$ cat src/sv/terminal_key_sequence_decoder_top_defines.svh
// assertion macros shared by the terminal key decoder rtl
`ifndef TERMINAL_KEY_SEQUENCE_DECODER_TOP_DEFINES_SVH
`define TERMINAL_KEY_SEQUENCE_DECODER_TOP_DEFINES_SVH

`ifndef ASSERT_OFF
// checked outside reset
`define TKD_ASSERT(label, prop, msg) \
    label: assert property (@(posedge i_clk) disable iff (!i_rst_n) prop) else $error(msg);
// checked on every edge, reset included
`define TKD_ASSERT_ALWAYS(label, prop, msg) \
    label: assert property (@(posedge i_clk) prop) else $error(msg);
`else
`define TKD_ASSERT(label, prop, msg)
`define TKD_ASSERT_ALWAYS(label, prop, msg)
`endif

`endif

$ cat src/sv/tkd_pkg.sv
// shared constants and types for the terminal key sequence decoder
`timescale 1ns / 1ps

package tkd_pkg;

    localparam int NUMBER_BITS_DEF = 16;
    localparam int NUMBER_VALUE_W  = 16;
    localparam int KEY_CLASS_W     = 3;

    localparam logic [7:0] BYTE_ESC     = 8'd27;
    localparam logic [7:0] BYTE_DEL     = 8'd127;
    localparam logic [7:0] LAST_CONTROL = 8'd26;
    localparam logic [7:0] CTRL_H_BYTE  = 8'd8;
    localparam logic [7:0] BYTE_BRACKET = 8'h5B;
    localparam logic [7:0] BYTE_Q       = 8'h71;
    localparam logic [7:0] BYTE_ZERO    = 8'h30;
    localparam logic [7:0] BYTE_NINE    = 8'h39;
    localparam logic [7:0] CTRL_BASE    = 8'h40;
    localparam logic [7:0] CTRL_LAST    = 8'h5A;

    typedef enum logic [KEY_CLASS_W-1:0] {
        KC_PLAIN       = 3'd0,
        KC_CONTROL     = 3'd1,
        KC_ESC         = 3'd2,
        KC_ESC_DIGIT   = 3'd3,
        KC_BRACKET_NUM = 3'd4,
        KC_BRACKET_ALP = 3'd5
    } t_key_class;

endpackage

$ cat src/sv/terminal_key_sequence_decoder_top.sv
// top level of the terminal key sequence decoder
`timescale 1ns / 1ps
`include "terminal_key_sequence_decoder_top_defines.svh"

// Decodes a stream of terminal input bytes into keys, one byte per item. Plain
// bytes (including 28..31 and 128..255) come back as themselves with class 0;
// bytes 0..26 and DEL (treated as Ctrl-H) come back as control keys mapped to
// '@'+byte; ESC x y gives class 2 (class 3 when x is a digit); ESC [ y gives
// class 5 with y; ESC [ digits y gives class 4 with y and the decimal value,
// saturating at 2^NUMBER_BITS-1 and reported in its low 16 bits. Bytes that
// only extend an unfinished sequence give no result item. quit_key flags a
// plain 'q'; decoding simply carries on. Rate: one byte per clock sustained
// while the output is not stalled. A byte lands in an input register; as it
// moves on, the phase register, digit accumulator and output register update
// from it, so a result item is registered once its final byte moves on. The
// output register can be stalled while the next byte is already taken in.
module terminal_key_sequence_decoder_top #(
    parameter int NUMBER_BITS = tkd_pkg::NUMBER_BITS_DEF
) (
    input  logic                                i_clk,
    input  logic                                i_rst_n,
    // input byte channel
    input  logic                                i_valid,
    output logic                                o_stall,
    input  logic [7:0]                          i_rx_byte,
    // result item channel
    output logic                                o_valid,
    input  logic                                i_stall,
    output logic [tkd_pkg::KEY_CLASS_W-1:0]     o_key_class,
    output logic [7:0]                          o_key_char,
    output logic [tkd_pkg::NUMBER_VALUE_W-1:0]  o_number_value,
    output logic                                o_quit_key
);

    // parse phases, unused codes fall back to idle
    typedef enum logic [2:0] {
        PH_IDLE      = 3'd0,
        PH_ESC       = 3'd1,
        PH_ESC_DIGIT = 3'd2,
        PH_ESC_OTHER = 3'd3,
        PH_BRACKET   = 3'd4,
        PH_DIGITS    = 3'd5
    } t_phase;

    localparam int SUM_W = NUMBER_BITS + 4;
    localparam logic [SUM_W-1:0] NUM_LIMIT = {4'b0000, {NUMBER_BITS{1'b1}}};

    // input register
    logic       r_in_valid;
    logic [7:0] r_in_byte;

    // decoder state
    t_phase                 r_phase;
    t_phase                 n_phase;
    logic [NUMBER_BITS-1:0] r_acc;
    logic [NUMBER_BITS-1:0] n_acc;

    // output register
    logic                                r_out_valid;
    tkd_pkg::t_key_class                 r_out_class;
    logic [7:0]                          r_out_char;
    logic [tkd_pkg::NUMBER_VALUE_W-1:0]  r_out_number;
    logic                                r_out_quit;

    // decode of the byte held in the input register
    logic                                w_emit;
    tkd_pkg::t_key_class                 w_class;
    logic [7:0]                          w_char;
    logic [tkd_pkg::NUMBER_VALUE_W-1:0]  w_number;

    logic                                w_out_free;
    logic                                w_advance;
    logic                                w_is_digit;
    logic [3:0]                          w_digit;
    logic [SUM_W-1:0]                    w_sum;
    logic [NUMBER_BITS-1:0]              w_acc_next;
    logic [7:0]                          w_plain_byte;
    logic [tkd_pkg::NUMBER_VALUE_W-1:0]  w_acc_low;

    // handshake: the held byte moves on whenever the output slot can take a result
    assign w_out_free = !r_out_valid || !i_stall;
    assign w_advance  = r_in_valid && w_out_free;
    assign o_stall    = r_in_valid && !w_out_free;

    // digit detection and saturating times-ten accumulate
    assign w_is_digit = (r_in_byte >= tkd_pkg::BYTE_ZERO) && (r_in_byte <= tkd_pkg::BYTE_NINE);
    assign w_digit    = 4'(r_in_byte - tkd_pkg::BYTE_ZERO);
    assign w_sum      = ({4'b0000, r_acc} << 3) + ({4'b0000, r_acc} << 1)
                      + SUM_W'(w_digit);
    assign w_acc_next = (w_sum > NUM_LIMIT) ? {NUMBER_BITS{1'b1}} : w_sum[NUMBER_BITS-1:0];

    // DEL becomes Ctrl-H before the control check
    assign w_plain_byte = (r_in_byte == tkd_pkg::BYTE_DEL) ? tkd_pkg::CTRL_H_BYTE : r_in_byte;

    // low bits of the accumulator as the reported parameter
    generate
        if (NUMBER_BITS >= tkd_pkg::NUMBER_VALUE_W) begin : g_num_trunc
            assign w_acc_low = r_acc[tkd_pkg::NUMBER_VALUE_W-1:0];
        end else begin : g_num_ext
            assign w_acc_low = {{(tkd_pkg::NUMBER_VALUE_W-NUMBER_BITS){1'b0}}, r_acc};
        end
    endgenerate

    // next phase and result for the held byte
    always_comb begin
        n_phase  = PH_IDLE;
        n_acc    = r_acc;
        w_emit   = 1'b0;
        w_class  = tkd_pkg::KC_PLAIN;
        w_char   = r_in_byte;
        w_number = '0;
        unique case (r_phase)
            PH_ESC: begin
                if (r_in_byte == tkd_pkg::BYTE_BRACKET) begin
                    n_phase = PH_BRACKET;
                end else if (w_is_digit) begin
                    n_phase = PH_ESC_DIGIT;
                end else begin
                    n_phase = PH_ESC_OTHER;
                end
            end
            PH_ESC_DIGIT: begin
                w_emit  = 1'b1;
                w_class = tkd_pkg::KC_ESC_DIGIT;
            end
            PH_ESC_OTHER: begin
                w_emit  = 1'b1;
                w_class = tkd_pkg::KC_ESC;
            end
            PH_BRACKET: begin
                if (w_is_digit) begin
                    // first digit, cannot saturate
                    n_acc   = NUMBER_BITS'(w_digit);
                    n_phase = PH_DIGITS;
                end else begin
                    w_emit  = 1'b1;
                    w_class = tkd_pkg::KC_BRACKET_ALP;
                end
            end
            PH_DIGITS: begin
                if (w_is_digit) begin
                    n_acc   = w_acc_next;
                    n_phase = PH_DIGITS;
                end else begin
                    w_emit   = 1'b1;
                    w_class  = tkd_pkg::KC_BRACKET_NUM;
                    w_number = w_acc_low;
                end
            end
            default: begin
                // idle, or an unused code treated as idle
                if (r_in_byte == tkd_pkg::BYTE_ESC) begin
                    n_phase = PH_ESC;
                end else if (w_plain_byte <= tkd_pkg::LAST_CONTROL) begin
                    w_emit  = 1'b1;
                    w_class = tkd_pkg::KC_CONTROL;
                    w_char  = tkd_pkg::CTRL_BASE + w_plain_byte;
                end else begin
                    w_emit  = 1'b1;
                    w_class = tkd_pkg::KC_PLAIN;
                    w_char  = w_plain_byte;
                end
            end
        endcase
    end

    // input register, phase, accumulator and output register
    always_ff @(posedge i_clk) begin
        if (!i_rst_n) begin
            r_in_valid  <= 1'b0;
            r_phase     <= PH_IDLE;
            r_acc       <= '0;
            r_out_valid <= 1'b0;
        end else begin
            // take a new byte when the input register is empty or moving on
            if (!r_in_valid || w_advance) begin
                r_in_valid <= i_valid;
                r_in_byte  <= i_rx_byte;
            end
            if (w_advance) begin
                r_phase <= n_phase;
                r_acc   <= n_acc;
            end
            if (w_out_free) begin
                r_out_valid <= w_advance && w_emit;
            end
            if (w_advance && w_emit) begin
                r_out_class  <= w_class;
                r_out_char   <= w_char;
                r_out_number <= w_number;
                r_out_quit   <= (w_class == tkd_pkg::KC_PLAIN) && (w_char == tkd_pkg::BYTE_Q);
            end
        end
    end

    assign o_valid        = r_out_valid;
    assign o_key_class    = r_out_class;
    assign o_key_char     = r_out_char;
    assign o_number_value = r_out_number;
    assign o_quit_key     = r_out_quit;

    // a finished key always returns the parser to idle
    `TKD_ASSERT(a_idle_after_key, (w_advance && w_emit) |=> (r_phase == PH_IDLE), "phase not idle after key")
    // quit only for a plain key
    `TKD_ASSERT(a_quit_plain, (r_out_valid && r_out_quit) |-> (r_out_class == tkd_pkg::KC_PLAIN), "quit on non-plain key")
    // parameter is zero outside the bracket number class
    `TKD_ASSERT(a_number_class, (r_out_valid && (r_out_class != tkd_pkg::KC_BRACKET_NUM)) |-> (r_out_number == '0), "number outside bracket number class")
    // control keys map onto '@'..'Z'
    `TKD_ASSERT(a_control_range, (r_out_valid && (r_out_class == tkd_pkg::KC_CONTROL)) |-> ((r_out_char >= tkd_pkg::CTRL_BASE) && (r_out_char <= tkd_pkg::CTRL_LAST)), "control key out of range")
    // reset leaves no item in flight and the parser idle
    `TKD_ASSERT_ALWAYS(a_reset_clear, !i_rst_n |=> (!r_out_valid && !r_in_valid && (r_phase == PH_IDLE)), "reset did not clear")

endmodule
$ cat config.mk
export PLATFORM = sky130hd
export DESIGN_NAME = terminal_key_sequence_decoder_top
export DESIGN_NICKNAME = d
export VERILOG_FILES = /design/src/sv/tkd_pkg.sv /design/src/sv/terminal_key_sequence_decoder_top.sv
export VERILOG_INCLUDE_DIRS = /design/src /design/src/sv
export SDC_FILE = /design/constraint.sdc
export NUM_CORES = 1
export LEC_CHECK = 0
export BUFFER_PORTS_ARGS = -buffer_cell sky130_fd_sc_hd__buf_2
export CORE_ASPECT_RATIO = 0.5
export CORE_MARGIN = 8
export CORE_UTILIZATION = 35
export CTS_CLUSTER_SIZE = 14
export DETAILED_ROUTE_END_ITERATION = 10
export HOLD_SLACK_MARGIN = 0.15
export PLACE_DENSITY = 0.6
export SYNTH_ARGS = -nofsm -noshare
export SYNTH_HDL_FRONTEND = slang
export SYNTH_SLANG_ARGS = --single-unit
$ cat constraint.sdc
create_clock -name i_clk -period 4.3 [get_ports i_clk]
set_clock_uncertainty 0.15 [all_clocks]
set_input_delay 0.43 -clock i_clk [delete_from_list [all_inputs] [get_ports i_clk]]
set_output_delay 0.43 -clock i_clk [all_outputs]
set_load 0.03 [all_outputs]
==> metrics.md, run 1 <==
| Metric | Value |
|---|---|
| Status | `completed` |
| Number of vias per cell | `between 5 and 6` |
| CTS Buf Count | `9` |
| Io pins | `42` |
| Post-Syn Area per Cell | `10.5 µm²` |
| Sw frac | `21.5%` |
| Most common cell after layout, fill and taps aside | `buf_2` |
| Clock sink count | `57` |
| Synth Register Bits | `between 50 and 60` |
| Post-Syn Area | `3380 µm²` |
| Register area | `1500 µm²` |
| Net Switching | `roughly 0.00028 W` |
| Multi-input logic area | `approximately 1800 µm²` |
| Int Pwr | `just over 0.001 W` |
| Vias in the first global route | `between 2000 and 3000` |
| Share of cells above drive strength 1 | `roughly a fifth` |
| Yosys warnings | `0` |
| Initial antenna violation count | `0` |
| Cell Area, Placed | `approximately 3700 µm²` |
| Syn nets | `roughly 370` |
| Core area | `~9400 µm²` |
| Largest net degree at the start of global routing | `30` |
| Post-Place Cells | `~500` |
| Die ar. | `13200 µm²` |
| RSZ-0062 raised after global routing | `no` |
| Die Span Y | `around 85 µm` |
| Die W | `between 150 and 200 µm` |
| Leak Pwr | `between 1.5 and 2 nW` |
| Normalized max-slew margin | `about a fifth` |
| Post-CTS setup buffer count | `0` |
| WS Path Type | `reg2reg` |
| Design area | `4050 µm²` |
| Tot GR Track Use | `between 10% and 20%` |
| Synth cell types | `50` |
| Crit path arrival time | `3540 ps` |
| Number of iterations in the first detailed-routing pass | `4` |
| Via total after detailed routing | `roughly 2600` |
| Sequential area share after synthesis | `44.5%` |
| IO buf count | `41` |
| Minimum clock period | `around 3400 ps` |
| R2r setup slk | `approximately 860 ps` |
| Max Freq | `slightly below 0.3 GHz` |
| Number of synthesized flops with an enable pin | `36` |
| Final setup TNS | `0 ps` |
| Clock transition at the registers of the reported paths | `approximately 50 ps` |
| Clk_lat worst skew | `320 ps` |
| Ys async rst share | `0%` |
| Hold_ws | `176 ps` |
| Crit. End Element | `flop` |
| Max cap viols | `0` |
| First-pass GRT wire length | `between 10000 and 15000 µm` |
| Fin util | `a little over two fifths` |
| Pins Over Slew Limit | `0` |
| Non-Filler Instances | `about 500` |
| DRC | `0` |
| Syn-to-layout area delta | `20.1%` |
| Clock power share | `47.9%` |
| Total wire length | `a little under 8000 µm` |
| Final hold vios | `0` |
| CP Max Fanout | `13` |
| Critical path required time | `between 4000 and 5000 ps` |
| DP Wirelength | `5720 µm` |
| Most frequent cells in the layout | `buf_2 (41), edfxtp_1 (36), ha_1 (32)` |
| Starting Density | `35.9%` |
| Worst-margin pin slew | `between 1000 and 1500 ps` |
| H-tree levels | `3` |
| Grt total ovfl | `0` |
| Antenna Nets Post-Route | `0` |
| Filler Cells Inserted | `between 800 and 900` |
| Synth Flop Type | `edfxtp_1` |
| Final nets | `419` |
| Logic pwr share | `~5.5%` |
| Tightest Hold Check Type | `in2reg` |
| Period utilization | `between 80% and 90%` |
| Pwr per Cell Area | `roughly 320 nW/µm²` |
| Routability cong. | `0.844` |
| Root Buffer | `clkbuf_16` |
| Post-CTS Resized | `0` |
| VDD IR max | `142 µV` |
| Setup violators final | `0` |
| Initial detailed-routing violation count | `232` |
| Sequential power share | `a little under half` |
| CTS tree | `done` |
| Ant. Diodes | `0` |
| Row cnt | `25` |
| Clk buf depth | `2` |
| CP Launch Type | `flop` |
| Cells after synthesis | `323` |
| Drt wl/cell | `15.1 µm` |
==> power by group through the flow <==
stage          registers [W]  logic (W)  clock network, W
6_report            0.000609  0.0000712          0.000625
4_1_cts             0.000609  0.0000718          0.000638
5_1_grt             0.000610  0.0000782          0.000666
3_3_place_gp        0.000619  0.0000654                 0
3_5_place_dp        0.000619  0.0000660                 0
2_1_floorplan       0.000633  0.0000296                 0
==> Yosys cell counts, types with 2 or more instances <==
| cell | number | share of area [%] |
|---|---|---|
| a21oi_1 | 19 | 2.8 |
| inv_1 | 3 | 0.33 |
| fa_1 | 2 | 1.2 |
| dfxtp_1 | 21 | 12 |
| nand4_1 | 3 | 0.56 |
| clkbuf_1 | 9 | 1.0 |
| o211ai_1 | 3 | 0.67 |
| a31oi_1 | 11 | 2.0 |
| nor3b_1 | 2 | 0.44 |
| nor3_1 | 7 | 1.0 |
| a211oi_1 | 3 | 0.67 |
| o211a_1 | 2 | 0.59 |
| nor2_1 | 11 | 1.2 |
| xnor2_1 | 6 | 1.6 |
| o21ai_1 | 2 | 0.30 |
| o21bai_1 | 3 | 0.67 |
| a31o_2 | 5 | 1.3 |
| and2_1 | 22 | 4.1 |
| nor2b_1 | 7 | 1.3 |
| xor2_1 | 8 | 2.1 |
| a41oi_1 | 3 | 0.78 |
| and3_1 | 6 | 1.1 |
| ha_1 | 32 | 12 |
| a32oi_1 | 5 | 1.3 |
| nand3_1 | 10 | 1.5 |
| nand2_1 | 21 | 2.3 |
| a21oi_2 | 2 | 0.52 |
| a21o_1 | 4 | 0.89 |
| nand2b_1 | 6 | 1.1 |
| edfxtp_1 | 36 | 32 |
| o21a_1 | 6 | 1.3 |
| o21ai_2 | 2 | 0.52 |
| o21ai_0 | 24 | 3.6 |
==> layer usage <==
metal	global-route usage (%)	routed length, µm
met1	16.0	3820
met2	19.2	3490
met3	3.45	305
met4	3.53	108
met5	0	0
==> worst paths after layout <==
path / startpoint / to / depth (start not counted)
max reg2reg: r_in_byte[3] / r_acc[10] / 9
min: i_valid / r_in_valid / 2
max: r_in_byte[3] / r_acc[10] / 9
min reg2reg: o_valid / o_valid / 1
==> sequential cells by signal, summed over array words and instances, names as in the netlist <==
signal and flops:
r_in_valid 1, o_valid 1, r_in_byte 8, r_phase 3
o_quit_key 1, o_number_value 16, r_acc 16, o_key_char 8
o_key_class 3
==> stage by stage <==
stage / total power, W / setup WS, ps
2_1_floorplan: 0.000662 / 1110
3_3_place_gp: 0.000684 / 962
3_5_place_dp: 0.000686 / 861
4_1_cts: 0.00132 / 863
5_1_grt: 0.00135 / 676
6_report: 0.00131 / 855
==> area by class of cell <==
type / instances / share of cell area (%)
clock buffers: 12 / 6.08
clock inverters: 4 / 0.494
inverters: 3 / 0.278
multi-input cells: 252 / 44.7
flip-flops and latches: 57 / 37.0
well taps: 135 / 4.17
repair buffers: 50 / 7.22
==> worst max-delay path, cell delays in order, from the launching register on <==
cell and delay, ps:
edfxtp_1 510, fa_1 570, fa_1 510, a211oi_2 330, o21ai_2 120, a41oi_2 260, a32oi_1 170, mux2_4 350
and3_4 250, o21ai_0 160
==> kinds of logic (layout without fill, tap and decap cells) <==
family,Yosys count,count (layout),share of synthesized area (%)
AO/OA/AOI/OAI,101,101,20.0
XOR/XNOR,14,14,3.63
adder cells (fa/ha/maj),34,34,13.0
buffers and inverters,14,69,1.82
flip-flops,57,57,44.5
multiplexers,2,2,0.778
AND/OR/NAND/NOR,101,101,16.3
==> repair_timing <==
| action | CTS | global route |
|---|---|---|
| setup endpoints to repair | 0 | 0 |
| endpoints found under the hold margin | 8 | 0 |
| hold buffers | 8 | 0 |
No activity file was read; power rests on OpenSTA's default activity.
==> run 2: changes to the inputs <==
==> constraint.sdc (replaced) <==
create_clock -name i_clk -period 3.55 [get_ports i_clk]
set_clock_uncertainty 0.15 [all_clocks]
set_input_delay 0.355 -clock i_clk [delete_from_list [all_inputs] [get_ports i_clk]]
set_output_delay 0.355 -clock i_clk [all_outputs]
set_load 0.03 [all_outputs]
==> run 2 against run 1 <==
Cell count up 0.97%. Final area up 1.9%. Total power up 29%. Sequential power up 21%. Clock power up 37%. Hold slack better by 140 ps. Fmax up 5.2%. Largest power group unchanged.
==> metrics.md, run 2 (synthesized netlist as in run 1, its figures left out) <==
| Metric | Value |
|---|---|
| Status | `completed` |
| Die Span Y | `between 80 and 90 µm` |
| Post-Place Worst Slack | `between 200 and 300 ps` |
| Most frequent cells in the layout | `buf_2 (41), edfxtp_1 (36), ha_1 (32)` |
| CP Launch Type | `flop` |
| Total wire length | `between 7000 and 8000 µm` |
| Crit path arrival time | `about 3400 ps` |
| CP Max Fanout | `13` |
| Initial antenna violation count | `0` |
| Number of vias per cell | `roughly 5.1` |
| Largest net degree at the start of global routing | `30` |
| Post-CTS Resized | `0` |
| Final nets | `around 420` |
| Setup violators final | `0` |
| Antenna Nets Post-Route | `0` |
| Crit. End Element | `flop` |
| Worst Setup Slack, final | `around 270 ps` |
| RSZ-0062 raised after global routing | `no` |
| Period utilization | `92.3%` |
| Pwr per Cell Area | `roughly 410 nW/µm²` |
| Initial detailed-routing violation count | `about 190` |
| Clk buf depth | `2` |
| IO buf count | `41` |
| Share of cells above drive strength 1 | `around 19%` |
| H-tree levels | `3` |
| Root Buffer | `clkbuf_16` |
| Clock transition at the registers of the reported paths | `about 50 ps` |
| Ant. Diodes | `0` |
| Io pins | `42` |
| Row cnt | `25` |
| Starting Density | `between 30 and 40%` |
| Most common cell after layout, fill and taps aside | `buf_2` |
| Final setup TNS | `0 ps` |
| Max cap viols | `0` |
| Via total after detailed routing | `roughly 2700` |
| CTS tree | `done` |
| Routability cong. | `around 0.81` |
| CTS Buf Count | `9` |
| Fin util | `between 40% and 50%` |
| Die ar. | `approximately 13000 µm²` |
| Normalized max-slew margin | `21.4%` |
| DRC | `0` |
| Max Freq | `0.305 GHz` |
| Syn-to-layout area delta | `22.3%` |
| Final hold vios | `0` |
| Leak Pwr | `between 1.5 and 2 nW` |
| Pins Over Slew Limit | `0` |
| Minimum clock period | `approximately 3300 ps` |
| DP Wirelength | `5670 µm` |
| Tot GR Track Use | `between 10% and 20%` |
| Worst-margin pin slew | `1180 ps` |
| Tightest Hold Check Type | `in2reg` |
| Clk_lat worst skew | `~320 ps` |
| Critical path required time | `~3600 ps` |
| Clock sink count | `57` |
| Number of iterations in the first detailed-routing pass | `4` |
| Vias in the first global route | `around 2500` |
| Drt wl/cell | `~15 µm` |
| Die W | `155 µm` |
| WS Path Type | `reg2reg` |
| VDD IR max | `around 180 µV` |
| Core area | `approximately 9400 µm²` |
| Grt total ovfl | `0` |
| First-pass GRT wire length | `approximately 13000 µm` |
run 2: area by class of cell:
| type | count | area (µm²) |
|---|---|---|
| timing repair buffer | 55 | 335 |
| clock inverter | 3 | 40.0 |
| clock buffer | 13 | 260 |
| fill | 901 | 5290 |
| inverter | 3 | 11.3 |
| multi-input combinational | 252 | 1810 |
| tap | 135 | 169 |
| sequential | 57 | 1500 |
run 2: worst paths after layout:
path,start,to,slack [ps],cells after the start
setup reg to reg,r_in_byte[3],r_acc[15],270,9
hold reg to reg,o_valid,o_valid,390,1
setup / recovery,r_in_byte[3],r_acc[15],270,9
hold / removal,i_rst_n,r_in_valid,310,2
run 2: power by group:
part,switching [W],internal [W]
Sequential,0.0000111,0.000723
Clock,0.000279,0.000578
Combinational,0.0000576,0.0000364
run 2: worst max-delay path, stage by stage, from the launching register on:
cell and delay, ps:
edfxtp_1 410, fa_1 550, fa_1 500, a211oi_2 310, o21ai_2 110, a41oi_2 240
a32oi_1 150, mux2_4 350, and3_4 250, o21ai_0 160
run 2: timing repair:
action,CTS,global route
hold buffers,10,0
hold endpoints to repair,10,0
buffers inserted,0,0
run 2: metal layers:
metal | share of wire (%) | vias up | wire length, µm | GRT usage, %
met2 | 45 | 47 | 3550 | 18.8
met1 | 49 | 1274 | 3800 | 15.8
met4 | 1.2 | 0 | 91 | 3.97
li1 | - | 1335 | - | -
met3 | 4.7 | 7 | 367 | 3.50
met5 | 0 | - | 0 | 0
run 2: stage by stage:
stage          hold slack, ps  area, µm²  power [W]  instances
2_1_floorplan             304       3380   0.000802        323
3_3_place_gp              368       3730   0.000833        492
3_5_place_dp              376       3730   0.000834        492
4_1_cts                   293       4130    0.00171        518
5_1_grt                   317       4130    0.00174        518
6_report                  312       4130    0.00169        518
